`config.mk`:
```
export PLATFORM = sky130hd
export DESIGN_NAME = telemetry_packet_framer_crc16
export DESIGN_NICKNAME = d
export VERILOG_FILES = /design/src/design/tpf_pkg.sv /design/src/design/tpf_front.sv /design/src/design/tpf_back.sv /design/src/design/telemetry_packet_framer_crc16.sv
export SDC_FILE = /design/constraint.sdc
export NUM_CORES = 1
export LEC_CHECK = 0
export BUFFER_PORTS_ARGS = -buffer_cell sky130_fd_sc_hd__buf_2
export CORE_MARGIN = 4
export CORE_UTILIZATION = 60
export CTS_CLUSTER_SIZE = 10
export DETAILED_ROUTE_END_ITERATION = 8
export PLACE_DENSITY = 0.91
export SETUP_SLACK_MARGIN = 0.02
export SYNTH_ARGS = -nofsm -noshare
export SYNTH_HDL_FRONTEND = slang
export SYNTH_SLANG_ARGS = --single-unit
```
`constraint.sdc`:
```
create_clock -name clk_i -period 22.1 [get_ports clk_i]
set_input_delay 6.63 -clock clk_i [delete_from_list [all_inputs] [get_ports clk_i]]
set_output_delay 6.63 -clock clk_i [all_outputs]
set_load 0.005 [all_outputs]
```
`src/design/tpf_pkg.sv`:
```
package tpf_pkg;

  localparam int unsigned PKT_LEN     = 38;
  localparam int unsigned PAYLOAD_LEN = 36;
  localparam int unsigned POS_W       = 6;

  localparam logic [POS_W-1:0] POS_CRC_FIRST = 6'd1;
  localparam logic [POS_W-1:0] POS_CRC_LAST  = 6'd35;
  localparam logic [POS_W-1:0] POS_CRC_HI    = 6'd36;
  localparam logic [POS_W-1:0] POS_LAST      = 6'd37;

  localparam logic [7:0]  PKT_START = 8'h23;
  localparam logic [7:0]  PKT_TYPE  = 8'd12;
  localparam logic [7:0]  PKT_LEN_B = 8'd38;
  localparam logic [15:0] CRC_INIT  = 16'hFFFF;
  localparam logic [15:0] CRC_POLY  = 16'hA001;

  localparam int unsigned CFG_DATA_W = 16;

  typedef enum logic [0:0] {
    REG_SERIAL_PREFIX = 1'b0,
    REG_SERIAL_NUMBER = 1'b1
  } cfg_reg_e;

  typedef struct packed {
    logic [31:0] temperature_0;
    logic [31:0] temperature_1;
    logic [31:0] temperature_2;
    logic [31:0] temperature_3;
    logic [15:0] analog_4;
    logic [15:0] analog_5;
    logic [15:0] analog_6;
    logic [15:0] analog_7;
    logic [7:0]  relay_a;
    logic [7:0]  relay_b;
    logic [7:0]  relay_c;
    logic [15:0] pulses;
  } snap_t;

  typedef struct packed {
    logic [7:0] packet_byte;
    logic       last_byte;
  } result_t;

  // one snapshot plus the identity it is sent under
  typedef struct packed {
    snap_t       snap;
    logic [7:0]  dev_prefix;
    logic [15:0] dev_number;
  } frame_t;

  // crc-16/modbus, one byte, lsb first
  function automatic logic [15:0] crc_byte(logic [15:0] crc, logic [7:0] b);
    logic [15:0] c;
    c = crc ^ {8'h00, b};
    for (int k = 0; k < 8; k++) begin
      if (c[0]) begin
        c = (c >> 1) ^ CRC_POLY;
      end else begin
        c = c >> 1;
      end
    end
    return c;
  endfunction

  // payload byte at a packet offset below the crc
  function automatic logic [7:0] frame_byte(frame_t f, logic [POS_W-1:0] pos);
    logic [7:0] b;
    case (pos)
      6'd0:    b = PKT_START;
      6'd1:    b = f.dev_prefix;
      6'd2:    b = f.dev_number[15:8];
      6'd3:    b = f.dev_number[7:0];
      6'd4:    b = PKT_LEN_B;
      6'd5:    b = PKT_TYPE;
      6'd6:    b = f.snap.temperature_0[7:0];
      6'd7:    b = f.snap.temperature_0[15:8];
      6'd8:    b = f.snap.temperature_0[23:16];
      6'd9:    b = f.snap.temperature_0[31:24];
      6'd10:   b = f.snap.temperature_1[7:0];
      6'd11:   b = f.snap.temperature_1[15:8];
      6'd12:   b = f.snap.temperature_1[23:16];
      6'd13:   b = f.snap.temperature_1[31:24];
      6'd14:   b = f.snap.temperature_2[7:0];
      6'd15:   b = f.snap.temperature_2[15:8];
      6'd16:   b = f.snap.temperature_2[23:16];
      6'd17:   b = f.snap.temperature_2[31:24];
      6'd18:   b = f.snap.temperature_3[7:0];
      6'd19:   b = f.snap.temperature_3[15:8];
      6'd20:   b = f.snap.temperature_3[23:16];
      6'd21:   b = f.snap.temperature_3[31:24];
      6'd22:   b = f.snap.analog_4[15:8];
      6'd23:   b = f.snap.analog_4[7:0];
      6'd24:   b = f.snap.analog_5[15:8];
      6'd25:   b = f.snap.analog_5[7:0];
      6'd26:   b = f.snap.analog_6[15:8];
      6'd27:   b = f.snap.analog_6[7:0];
      6'd28:   b = f.snap.analog_7[15:8];
      6'd29:   b = f.snap.analog_7[7:0];
      6'd30:   b = f.snap.relay_a;
      6'd31:   b = f.snap.relay_b;
      6'd32:   b = f.snap.relay_c;
      6'd34:   b = f.snap.pulses[15:8];
      6'd35:   b = f.snap.pulses[7:0];
      default: b = 8'h00; // pad byte
    endcase
    return b;
  endfunction

endpackage

```
`src/design/tpf_front.sv`:
```
module tpf_front #(
  parameter int unsigned QUEUE_DEPTH = 2
) (
  input  logic                             clk_i,
  input  logic                             rst_ni,
  input  logic                             cfg_we_i,
  input  logic [0:0]                       cfg_idx_i,
  input  logic [tpf_pkg::CFG_DATA_W-1:0]   cfg_data_i,
  input  logic                             push,
  output logic                             full,
  input  tpf_pkg::snap_t                   snap_i,
  output logic                             frame_valid_o,
  output tpf_pkg::frame_t                  frame_o,
  input  logic                             frame_pop_i
);

  localparam int unsigned PTR_W = (QUEUE_DEPTH > 1) ? $clog2(QUEUE_DEPTH) : 1;
  localparam int unsigned CNT_W = $clog2(QUEUE_DEPTH + 1);

  logic [7:0]         prefix_q;
  logic [15:0]        serial_q;
  tpf_pkg::frame_t    mem_q [QUEUE_DEPTH];
  logic [PTR_W-1:0]   wr_ptr_q, wr_ptr_d, rd_ptr_q, rd_ptr_d;
  logic [CNT_W-1:0]   cnt_q, cnt_d;
  logic               wr_en, rd_en;
  tpf_pkg::frame_t    wr_frame;

  assign full          = (cnt_q == CNT_W'(QUEUE_DEPTH));
  assign frame_valid_o = (cnt_q != '0);
  assign wr_en         = push && !full;
  assign rd_en         = frame_pop_i && frame_valid_o;
  assign frame_o       = mem_q[rd_ptr_q];

  always_comb begin
    wr_frame.snap       = snap_i;
    wr_frame.dev_prefix = prefix_q;
    wr_frame.dev_number = serial_q;
  end

  always_comb begin
    wr_ptr_d = wr_ptr_q;
    rd_ptr_d = rd_ptr_q;
    cnt_d    = cnt_q;
    if (wr_en) begin
      wr_ptr_d = (wr_ptr_q == PTR_W'(QUEUE_DEPTH - 1)) ? '0 : wr_ptr_q + 1'b1;
    end
    if (rd_en) begin
      rd_ptr_d = (rd_ptr_q == PTR_W'(QUEUE_DEPTH - 1)) ? '0 : rd_ptr_q + 1'b1;
    end
    if (wr_en && !rd_en) begin
      cnt_d = cnt_q + 1'b1;
    end else if (rd_en && !wr_en) begin
      cnt_d = cnt_q - 1'b1;
    end
  end

  always_ff @(posedge clk_i or negedge rst_ni) begin
    if (!rst_ni) begin
      prefix_q <= '0;
      serial_q <= '0;
    end else if (cfg_we_i) begin
      case (tpf_pkg::cfg_reg_e'(cfg_idx_i))
        tpf_pkg::REG_SERIAL_PREFIX: prefix_q <= cfg_data_i[7:0];
        tpf_pkg::REG_SERIAL_NUMBER: serial_q <= cfg_data_i[15:0];
        default: ;
      endcase
    end
  end

  always_ff @(posedge clk_i or negedge rst_ni) begin
    if (!rst_ni) begin
      wr_ptr_q <= '0;
      rd_ptr_q <= '0;
      cnt_q    <= '0;
    end else begin
      wr_ptr_q <= wr_ptr_d;
      rd_ptr_q <= rd_ptr_d;
      cnt_q    <= cnt_d;
    end
  end

  always_ff @(posedge clk_i) begin
    if (wr_en) begin
      mem_q[wr_ptr_q] <= wr_frame;
    end
  end

  a_cnt_bound: assert property (@(posedge clk_i) disable iff (!rst_ni)
    cnt_q <= CNT_W'(QUEUE_DEPTH))
    else $error("frame queue count overflow");

  a_full_blocks: assert property (@(posedge clk_i) disable iff (!rst_ni)
    full && !rd_en |=> $stable(wr_ptr_q))
    else $error("frame queue written while full");

  a_cnt_track: assert property (@(posedge clk_i) disable iff (!rst_ni)
    wr_en && !rd_en |=> cnt_q == $past(cnt_q) + 1'b1)
    else $error("frame queue count lost a write");

endmodule

```
`src/design/tpf_back.sv`:
```
module tpf_back (
  input  logic                clk_i,
  input  logic                rst_ni,
  input  logic                frame_valid_i,
  input  tpf_pkg::frame_t     frame_i,
  output logic                frame_pop_o,
  output logic                empty,
  input  logic                pop,
  output tpf_pkg::result_t    result_o
);

  localparam int unsigned OUT_DEPTH = 2;
  localparam int unsigned OCNT_W    = $clog2(OUT_DEPTH + 1);

  logic                          busy_q, busy_d;
  logic [tpf_pkg::POS_W-1:0]     pos_q, pos_d;
  logic [15:0]                   crc_q, crc_d;
  tpf_pkg::frame_t               frame_q;

  tpf_pkg::result_t              out_mem_q [OUT_DEPTH];
  logic                          owr_q, ord_q;
  logic [OCNT_W-1:0]             ocnt_q, ocnt_d;

  logic                          emit, load, last, pop_ok;
  tpf_pkg::result_t              cur;

  assign last   = (pos_q == tpf_pkg::POS_LAST);
  assign emit   = busy_q && (ocnt_q != OCNT_W'(OUT_DEPTH));
  assign load   = frame_valid_i && (!busy_q || (emit && last));
  assign pop_ok = pop && !empty;

  assign frame_pop_o = load;
  assign empty       = (ocnt_q == '0);
  assign result_o    = out_mem_q[ord_q];

  always_comb begin
    if (pos_q < tpf_pkg::POS_W'(tpf_pkg::PAYLOAD_LEN)) begin
      cur.packet_byte = tpf_pkg::frame_byte(frame_q, pos_q);
    end else if (pos_q == tpf_pkg::POS_CRC_HI) begin
      cur.packet_byte = crc_q[15:8];
    end else begin
      cur.packet_byte = crc_q[7:0];
    end
    cur.last_byte = last;
  end

  always_comb begin
    busy_d = busy_q;
    pos_d  = pos_q;
    crc_d  = crc_q;
    if (emit) begin
      pos_d = pos_q + 1'b1;
      if (pos_q inside {[tpf_pkg::POS_CRC_FIRST:tpf_pkg::POS_CRC_LAST]}) begin
        crc_d = tpf_pkg::crc_byte(crc_q, cur.packet_byte);
      end
      if (last) begin
        busy_d = 1'b0;
      end
    end
    if (load) begin
      busy_d = 1'b1;
      pos_d  = '0;
      crc_d  = tpf_pkg::CRC_INIT;
    end
  end

  always_comb begin
    ocnt_d = ocnt_q;
    if (emit && !pop_ok) begin
      ocnt_d = ocnt_q + 1'b1;
    end else if (pop_ok && !emit) begin
      ocnt_d = ocnt_q - 1'b1;
    end
  end

  always_ff @(posedge clk_i or negedge rst_ni) begin
    if (!rst_ni) begin
      busy_q <= 1'b0;
      pos_q  <= '0;
      crc_q  <= tpf_pkg::CRC_INIT;
      owr_q  <= 1'b0;
      ord_q  <= 1'b0;
      ocnt_q <= '0;
    end else begin
      busy_q <= busy_d;
      pos_q  <= pos_d;
      crc_q  <= crc_d;
      ocnt_q <= ocnt_d;
      if (emit) begin
        owr_q <= ~owr_q;
      end
      if (pop_ok) begin
        ord_q <= ~ord_q;
      end
    end
  end

  always_ff @(posedge clk_i) begin
    if (load) begin
      frame_q <= frame_i;
    end
    if (emit) begin
      out_mem_q[owr_q] <= cur;
    end
  end

  a_ocnt_bound: assert property (@(posedge clk_i) disable iff (!rst_ni)
    ocnt_q <= OCNT_W'(OUT_DEPTH))
    else $error("result buffer overflow");

  a_pos_range: assert property (@(posedge clk_i) disable iff (!rst_ni)
    busy_q |-> pos_q <= tpf_pkg::POS_LAST)
    else $error("byte position past packet end");

  a_start_mark: assert property (@(posedge clk_i) disable iff (!rst_ni)
    emit && pos_q == '0 |-> cur.packet_byte == tpf_pkg::PKT_START && !cur.last_byte)
    else $error("packet does not open with start mark");

  a_load_gap: assert property (@(posedge clk_i) disable iff (!rst_ni)
    busy_q && !(emit && last) |-> !load)
    else $error("new frame loaded mid packet");

endmodule

```
`src/design/telemetry_packet_framer_crc16.sv`:
```
// telemetry packet framer with crc-16/modbus
//
// input channel: a snapshot word on snap_i is taken when push is high and
// full is low. the front holds up to QUEUE_DEPTH snapshots, stamped with the
// serial prefix and serial number current when they were taken.
// output channel: each snapshot becomes a 38-word packet, one byte per word,
// last_byte set on the final crc byte. the oldest word sits on result_o while
// empty is low and leaves when pop is high.
// config: cfg_we_i writes cfg_data_i into register cfg_idx_i (0 serial
// prefix, 1 serial number); write only while no packet is in flight.
// latency: a snapshot is written into the front queue, then loaded into the
// serializer's frame register, and its first byte goes into the result buffer.
// throughput: one byte per cycle while the result buffer has room, set by the
// serializer that emits a byte and folds it into the crc in the same cycle;
// the next packet follows its predecessor's last byte directly.
// stall: when pop is held low the two-entry result buffer fills and the
// serializer waits; snapshots still queue in the front until full rises.
// reset: queues empty, config registers zero, crc back to 0xffff.
module telemetry_packet_framer_crc16 #(
  parameter int unsigned QUEUE_DEPTH = 2
) (
  input  logic                           clk_i,
  input  logic                           rst_ni,
  input  logic                           cfg_we_i,
  input  logic [0:0]                     cfg_idx_i,
  input  logic [tpf_pkg::CFG_DATA_W-1:0] cfg_data_i,
  input  logic                           push,
  output logic                           full,
  input  tpf_pkg::snap_t                 snap_i,
  output logic                           empty,
  input  logic                           pop,
  output tpf_pkg::result_t               result_o
);

  logic            frame_valid;
  logic            frame_pop;
  tpf_pkg::frame_t frame;

  tpf_front #(
    .QUEUE_DEPTH (QUEUE_DEPTH)
  ) u_front (
    .clk_i         (clk_i),
    .rst_ni        (rst_ni),
    .cfg_we_i      (cfg_we_i),
    .cfg_idx_i     (cfg_idx_i),
    .cfg_data_i    (cfg_data_i),
    .push          (push),
    .full          (full),
    .snap_i        (snap_i),
    .frame_valid_o (frame_valid),
    .frame_o       (frame),
    .frame_pop_i   (frame_pop)
  );

  tpf_back u_back (
    .clk_i         (clk_i),
    .rst_ni        (rst_ni),
    .frame_valid_i (frame_valid),
    .frame_i       (frame),
    .frame_pop_o   (frame_pop),
    .empty         (empty),
    .pop           (pop),
    .result_o      (result_o)
  );

endmodule

```
**After elaboration in Yosys (flattened, before gate mapping)**

Memories as Yosys holds them, arrays and structs flattened. A register that Yosys moved wholly into a read port is not among the register bits.
Index checks and enable logic that the tools add are counted.
W data, S select, Z words.

- Flip-flop bits (word level): 55
- Bits in writable memories: 530
- Input port bits: 254
- Output and inout bits: 11
- Logic and storage cells: 147
- Memories: 2

Memories:

| name | depth | width | read ports | clocked after Yosys merged registers in | write ports | RTL line | RTL |
|---|---|---|---|---|---|---|---|
| u_front.mem_q | 2 | 256 | 1 | 1 | 1 | tpf_front.sv:22 | `tpf_pkg::frame_t mem_q [QUEUE_DEPTH];` |
| u_back.out_mem_q | 2 | 9 | 1 | 0 | 1 | tpf_back.sv:20 | `tpf_pkg::result_t out_mem_q [OUT_DEPTH];` |

- Add/subtract/negate cells: 7
- Order comparisons: 3
- Equality and inequality tests: 38
- Mux-type cells: 43
- Bitwise operators: 12
- Reduce and logical (&&, ||, !) cells: 31

Operators with widths:

| cell | number |
|---|---|
| $mux W16 | 25 |
| $pmux W8 S35 | 1 |
| $eq A6 B5 Y1 const B | 16 |
| $eq A6 B4 Y1 const B | 8 |
| $eq A6 B6 Y1 const B | 5 |
| $eq A6 B3 Y1 const B | 4 |
| $not A2 Y3 | 8 |
| $mux W8 | 2 |
| $xor A16 B8 Y16 | 1 |
| $eq A6 B2 Y1 const B | 2 |
| $mux W6 | 2 |
| $reduce_bool A2 Y1 | 6 |
| $logic_and A1 B1 Y1 | 11 |
| $mux W1 | 9 |
| $mux W2 | 4 |
| $reduce_and A2 Y1 | 4 |
| $logic_not A1 Y1 | 7 |
| $add A6 B1 Y6 const B | 1 |
| $eq A6 B1 Y1 const B | 1 |
| $ge A6 B1 Y1 const B | 1 |
| $le A6 B6 Y1 const B | 1 |
| $logic_not A6 Y1 | 1 |
| $lt A6 B6 Y1 const B | 1 |
| $add A2 B1 Y2 const B | 2 |
| other kinds (7) | 11 |

**Logic depth before layout (Yosys ltp)**

Gate-level depths: netlist of run 1.

- Word-level depth: 37
- Mapped depth: 14
- Depth with buffers taken out: 12

**Cells and area by module**

Synthesis of run 1 repeated with hierarchy kept, for this count alone.

- Cell total of the unflattened synthesis: 1737
- Area, all modules: 33234.4 µm²

Modules (own cells, without submodules):

| module | times used | cells an instance | area each (µm²) | sequential area each (µm²) |
|---|---|---|---|---|
| tpf_front | 1 | 886 | 20584.7 | 16075.4 |
| tpf_back | 1 | 851 | 12649.6 | 8923.6 |

**Worst setup path after synthesis of run 1**

Ideal clock, no wire load.

- Path type: input to register
- Start: input port push
- End: memory u_front.mem_q[0][0] (netlist name) (enable)
- Setup time: 0.877 ns
- Arrival time: 17.323 ns
- Data required time: 21.223 ns
- Path slack: 3.900 ns
- Cell stages on the path: 2
- Path buffers: 0
- Path through: nand2_1 > nor2_1

- Cells in the longest elaborated chain, start to end: 3

RTL lines:

| element | RTL line | RTL |
|---|---|---|
| start, declared | telemetry_packet_framer_crc16.sv:27 | `input logic push,` |
| $logic_and A1 B1 Y1 | tpf_front.sv:30 | `assign wr_en = push && !full;` |
| $mux W1 | tpf_front.sv:83 | `if (wr_en) begin` |
| $mux W1 (implied by the code) | tpf_front.sv:84 | `mem_q[wr_ptr_q] <= wr_frame;` |
| end, declared | tpf_front.sv:22 |  |

Every way passes these cells.

**Worst setup path after layout of run 1**

- Start: input port push
- End: memory u_front.mem_q[0][93] (netlist name) (enable)

The elaborated chain is that of the path after synthesis.

==> results of run 1 <==
==> state kept, by name, indices dropped and copies added (netlist names) <==
name              count
u_back.busy_q         1
u_back.pos_q          6
u_back.ocnt_q         2
u_back.crc_q         16
u_front.serial_q     16
u_front.rd_ptr_q      1
u_back.out_mem_q     18
u_back.frame_q      256
u_back.ord_q          1
u_front.wr_ptr_q      1
u_back.owr_q          1
u_front.mem_q       512
u_front.prefix_q      8
u_front.cnt_q         2
==> worst max-delay path, cell delays in order <==
cell     delay, ns
buf_2         0.12
nand2_1       0.15
nor2_4        0.11
buf_4         0.72
buf_4         0.80
buf_4         0.84
==> cell usage in the layout, fill, tap and decap left out, types with 12 or more instances in the layout <==
cell type,count
a2111oi_0,12
a21oi_1,25
a22oi_1,15
a32oi_1,15
and3_1,50
buf_2,264
buf_4,31
clkbuf_1,47
clkbuf_16,97
dfrtp_1,37
dfstp_2,16
edfxtp_1,786
mux2_2,296
mux2i_1,15
nand2_1,28
nand3_1,52
nand4_1,13
nor2_1,39
nor3_1,21
o21ai_0,15
xnor2_1,15
xor2_1,12
==> layout make-up <==
| type | count | area (um2) | area share (%) |
|---|---|---|---|
| diodes | 4 | 10.0 | 0.0272 |
| clock buffers | 145 | 2620 | 7.12 |
| clock inverters | 6 | 43.8 | 0.119 |
| inverters | 12 | 45.0 | 0.123 |
| multi-input cells | 773 | 6610 | 18.0 |
| flip-flops and latches | 841 | 25000 | 68.0 |
| well taps | 688 | 861 | 2.34 |
| repair buffers | 296 | 1570 | 4.28 |
==> through the flow <==
stage	worst slack, ns	utilization (%)	std cells
2_1_floorplan	3.90	-	1707
3_3_place_gp	12.31	64.7	2610
3_5_place_dp	12.17	64.7	2610
4_1_cts	12.82	69.8	2761
5_1_grt	12.64	69.8	2762
6_report	12.77	69.8	2765
==> synth_stat cells, types with 8 or more instances <==
master / n
nor2_1: 41
edfxtp_1: 786
a211oi_1: 8
mux2_2: 296
xnor2_1: 15
and2_1: 8
nand2b_1: 9
clkbuf_1: 57
a22oi_1: 15
dfrtp_1: 39
buf_2: 17
nor3_1: 21
nand2_1: 28
and3_1: 51
a32oi_1: 15
mux2i_1: 15
inv_1: 11
o21ai_0: 15
a21oi_1: 25
nand3_1: 52
xor2_1: 12
a2111oi_0: 12
nand4_1: 13
dfstp_2: 16
a32o_1: 11
a22o_1: 9
==> logic make-up (layout without fill, tap and decap cells) <==
family / count (synthesis) / in the layout / share of synthesized area [%]
compound gates: 147 / 147 / 3.51
xor+xnor: 32 / 32 / 1.03
fa+ha+maj: 7 / 7 / 0.274
buf+inv: 93 / 459 / 1.31
flops: 841 / 841 / 78.2
mux: 313 / 313 / 11.0
other cells: 0 / 4 / 0
simple gates: 274 / 274 / 4.75
==> how the worst min path moves through the flow <==
stage | from | to | slack [ns] | cells after the start
2_1_floorplan | u_front.serial_q[0] | u_front.mem_q[0][0] | 0.44 | 0
4_1_cts | u_front.prefix_q[4] | u_front.mem_q[0][20] | 0.46 | 0
5_1_grt | u_front.serial_q[6] | u_front.mem_q[0][6] | 0.47 | 0
3_5_place_dp | u_front.serial_q[11] | u_front.mem_q[0][11] | 0.46 | 0
3_3_place_gp | u_front.serial_q[6] | u_front.mem_q[0][6] | 0.45 | 0
6_report | u_front.prefix_q[4] | u_front.mem_q[0][20] | 0.46 | 0
==> metal layers <==
| layer | wire length (um) | vias up | share of wire [%] |
|---|---|---|---|
| li1 | - | 7391 | - |
| met1 | 28500 | 8864 | 35 |
| met2 | 38900 | 1366 | 47 |
| met3 | 9430 | 342 | 11 |
| met4 | 5180 | 8 | 6.3 |
| met5 | 49 | - | 0.060 |
==> power groups by stage <==
stage	clock network (mW)	logic, mW	registers [mW]
3_3_place_gp	0	1.28	2.30
5_1_grt	1.47	1.45	2.33
3_5_place_dp	0	1.32	2.33
4_1_cts	1.40	1.35	2.31
2_1_floorplan	0	0.943	2.36
6_report	1.39	1.38	2.31
==> out/summary.txt, run 1 <==
outcome = complete, but fails checks
failing checks = max-capacitance violations, max-slew violations
Die Footprint = 0.0571 mm2
met3 usage = 8.04%
Startpoint Class = primary input
Worst-Margin Slew = 1.60 ns
GRT Max-Usage Layer = met2
# rows = 84
CTS H-tree lvls = 3
Int Pwr = 3.51 mW
R2R depth = 12
worst skew pair latency = 0.63 ns
Synth Register Bits = 841
met1 GRT Util = 36.1%
TritonCTS clock tree = done
initial core utilization = 60.7%
register area share after synthesis = 78.2%
Yosys top cell by area = edfxtp_1
root buf cell = clkbuf_16
IO Port Bufs = 264
Clk pwr share = 27.3%
aggregate global routing overflow = 0
Peak Freq = 107 MHz
leakage = 12.9 nW
Top-Level Pins = 265
post-route ant nets = 0
Critical Path Start = push
Synth async-reset ratio = 6.54%
Power Total = 5.08 mW
gr usage total = 28.4%
WP data required = 22.33 ns
Post-CTS Setup Inserts = 0
DRC = 0
met2 Usage GRT = 45.2%
GPL Wtd Cong = 0.933
layout cells sized above 1 = 35.1%
r2r setup slk = 16.68 ns
worst path arrival time = 9.56 ns
first-pass GRT wire length = 118,000 um
core area = 0.0527 mm2
clock sink count = 841
critical path endpoint category = flop
Synth Flop Type = edfxtp_1
via count = 18,000
vias in the first global route = 18,300
nets@finish = 2,279
crit-path max FO = 67
endpoints failing setup = 0
Mean Syn Cell Area = 18.7 um2
wire per inst = 29.7 um
top cell type's share of synthesized area = 73.8%
Post-Route WL = 82,000 um
PwrDens = 138 mW/mm2
clk slew on worst S/H paths = 0.05 ns
Synth cell types = 71
RSZ-0062 raised after global routing = false
fill count = 2,974
yosys synthesis warning count = 0
hold slack = 0.461 ns
largest net degree at the start of global routing = 195
final slew viol count = 5
sw frac = 30.8%
via/cell ratio = 6.50
Clock Skews = 0.0269 ns
Synth-to-Final Area Change = 14.9%
hold buffer count at CTS = 0
critical path endpoint = u_front.mem_q[0][93]
Die X = 239 um
worst vdd ir = 0.0960 mV
power share of the sequential group = 45.5%
Max-Cap Viols = 3
Combinational Power Share = 27.2%
EDFF count, synth = 786
synthesized area = 0.0320 mm2
DRT iter0 DRCs = 2,573
Fin. Hold Viols = 0
Crit Reg-Reg Startpoint = u_back.pos_q[5]
final instance area = 0.0368 mm2
Post-DP HPWL = 52,400 um
worst reg2reg endpoint = u_back.crc_q[0]
Switch Pwr = 1.56 mW
die height = 239 um
Final min period = 9.33 ns
cts repair resizes = 0
main area contributors after synthesis = edfxtp_1 (74%), mux2_2 (10%), dfrtp_1 (3.1%)
post-route setup TNS = 0 ns
DR pass1 iterations = 6
hold crit path type = reg2reg
Slew headroom = -7.34%
Syn Inst Count = 1,707
final worst-path cycle share = 42.2%
initial antenna violation count = 7
Net Count, Synth = 1,968
Placed Area = 0.0341 mm2
cts bufs inserted = 94
Max Root-Sink Buffers = 3
critical path type = in2reg
(Power assumes the default switching activity.)
==> inputs of run 2 (changes only) <==
--- a/config.mk
+++ b/config.mk
@@ -5,12 +5,13 @@
 export SDC_FILE = /design/constraint.sdc
 export NUM_CORES = 1
 export LEC_CHECK = 0
+export ABC_AREA = 1
 export BUFFER_PORTS_ARGS = -buffer_cell sky130_fd_sc_hd__buf_2
 export CORE_MARGIN = 4
-export CORE_UTILIZATION = 60
+export CORE_UTILIZATION = 59
 export CTS_CLUSTER_SIZE = 10
 export DETAILED_ROUTE_END_ITERATION = 8
-export PLACE_DENSITY = 0.91
+export PLACE_DENSITY = 0.9
 export SETUP_SLACK_MARGIN = 0.02
 export SYNTH_ARGS = -nofsm -noshare
 export SYNTH_HDL_FRONTEND = slang
==> constraint.sdc (replaced) <==
create_clock -name clk_i -period 8.6 [get_ports clk_i]
set_input_delay 2.58 -clock clk_i [delete_from_list [all_inputs] [get_ports clk_i]]
set_output_delay 2.58 -clock clk_i [all_outputs]
set_load 0.005 [all_outputs]
==> run 2 against run 1 <==
- the flow now finishes without violations
- sequential power rose to 2.7 times the previous value
- global-route usage shrank 0.13 points
- clock skew rose by 0.0079 ns
- worst setup slack got worse by 8.7 ns
- critical path depth shrank 1
- clock-buffer cell count down 1
==> out/summary.txt, run 2 <==
Synth Flop Type = edfxtp_1
PnR worst setup slack = 4.06 ns
core area = 0.0537 mm2
Clock Skews = 0.0348 ns
Max Root-Sink Buffers = 3
hold slack = 0.482 ns
Synth Register Bits = 841
most frequent cell after synthesis = nand2_1
worst skew pair latency = 0.65 ns
Max-Cap Viols = 0
DRC = 0
WP data required = 8.87 ns
DRT iter0 DRCs = 2,755
Post-DP HPWL = 53,200 um
Yosys top cell by area = edfxtp_1
wire per inst = 23.0 um
Peak Freq = 220 MHz
critical path type = in2reg
Die Footprint = 0.0579 mm2
commonest non-fill, non-tap cells in the layout = nand2_1 (1,175), edfxtp_1 (786), buf_2 (264)
post-route ant nets = 0
# rows = 85
die height = 241 um
hold buffer count at CTS = 0
nets@finish = 3,086
Startpoint Class = primary input
EDFF count, synth = 786
root buf cell = clkbuf_16
critical path endpoint category = flop
min-delay src = u_front.prefix_q[5]
most frequent cells after synthesis = nand2_1 (1,175), edfxtp_1 (786), nor2_1 (111)
register area share after synthesis = 78.3%
Top-Level Pins = 265
final slew viol count = 0
footprint of the multi-input gates = 0.00635 mm2
vias in the first global route = 21,000
commonest non-fill, non-tap cell in the layout = nand2_1
Syn Inst Count = 2,523
Die X = 241 um
clock sink count = 841
top cell type's share of synthesized area = 73.9%
outcome = finished clean
PwrDens = 364 mW/mm2
initial core utilization = 59.5%
largest registers = u_front.mem_q x512, u_back.frame_q x256, u_back.out_mem_q x18
Largest Register = u_front.mem_q
Fin. Hold Viols = 0
pre-CTS setup slack = 3.45 ns
hold crit path type = reg2reg
Critical Path Start = push
leakage = 14.8 nW
synthesized area = 0.0319 mm2
main area contributors after synthesis = edfxtp_1 (74%), nand2_1 (14%), dfrtp_1 (3.1%)
cts bufs inserted = 95
RSZ-0062 raised after global routing = false
Slew headroom = 18.9%
fill count = 3,314
largest net degree at the start of global routing = 195
layout cells sized above 1 = 15.1%
first-pass GRT wire length = 121,000 um
Final min period = 4.54 ns
cts repair resizes = 0
endpoints failing setup = 0
worst path arrival time = 4.81 ns
Mean Syn Cell Area = 12.7 um2
worst vdd ir = 0.287 mV
via count = 20,900
GPL Wtd Cong = 0.914
post-route setup TNS = 0 ns
Synth-to-Final Area Change = 15.1%
Worst-Margin Slew = 1.21 ns
Synth async-reset ratio = 6.54%
Crit Reg-Reg Startpoint = u_back.pos_q[1]
DR pass1 iterations = 8
Storage cell area = 0.0250 mm2
via/cell ratio = 5.83
Post-CTS Setup Inserts = 0
max FFs per register = 512
clk slew on worst S/H paths = 0.05 ns
Synth cell types = 39
IO Port Bufs = 264
Post-Route WL = 82,500 um
crit-path max FO = 75
initial antenna violation count = 7
TritonCTS clock tree = done
aggregate global routing overflow = 0
Power Total = 13.4 mW
Net Count, Synth = 2,784
gr usage total = 28.3%
CTS H-tree lvls = 3
yosys synthesis warning count = 0
final worst-path cycle share = 52.8%
## run 2: worst paths after layout
path,endpoint,slack (ns),cells after the start
max,u_front.mem_q[1][17],4.06,5
min,u_front.mem_q[1][21],0.48,0
max reg2reg,u_back.frame_q[146],4.25,8
min reg2reg,u_front.mem_q[1][21],0.48,0
max in group asynchronous,u_front.rd_ptr_q,5.78,2
min in group asynchronous,u_back.owr_q,2.10,2
## run 2: final cells by class
class | count | share of cell area [%]
clock inverter | 8 | 0.269
clock buffer | 144 | 7.14
timing repair buffer | 281 | 4.04
tap | 696 | 2.37
antenna | 7 | 0.0477
inverter | 79 | 0.821
multi-input combinational | 1527 | 17.3
sequential | 841 | 68.0
## run 2: metal layers
| layer | GRT usage (%) | share of wire (%) | up-vias |
|---|---|---|---|
| met2 | 47.6 | 50 | 1380 |
| met4 | 13.4 | 5.0 | 4 |
| met5 | 0 | 0.071 | - |
| met3 | 5.92 | 9.8 | 276 |
| li1 | - | - | 9208 |
| met1 | 35.6 | 36 | 10000 |
## run 2: critical path, stage by stage
cell	delay (ns)
buf_2	0.09
o21ai_0	0.27
nor2_4	0.18
buf_4	0.82
buf_4	0.76
## run 2: cell families (layout without fill, tap and decap cells)
kind of cell | count (synthesis) | in the layout | synth area share, %
DFF | 841 | 841 | 78.3
xor gates and xnor gates | 7 | 7 | 0.192
other | 0 | 7 | 0
buffers and inverters | 155 | 512 | 1.93
AOI/OAI and AO/OA | 95 | 95 | 1.67
muxes | 8 | 8 | 0.282
adders and majority gates | 7 | 7 | 0.274
and+or+nand+nor | 1410 | 1410 | 17.4
## run 2: metrics by stage
step | area, um2 | std cells | util [%]
6_report | 36800 | 3583 | 68.4
5_1_grt | 36700 | 3579 | 68.4
4_1_cts | 36700 | 3576 | 68.4
3_5_place_dp | 34000 | 3424 | 63.3
3_3_place_gp | 34000 | 3424 | 63.3
2_1_floorplan | 32000 | 2523 | -
## run 2: power breakdown
group / internal (mW) / total, mW / switching (mW)
registers: 5.85 / 6.18 / 0.324
logic: 0.872 / 3.58 / 2.71
clock network: 2.09 / 3.62 / 1.53
total: 8.81 / 13.4 / 4.56
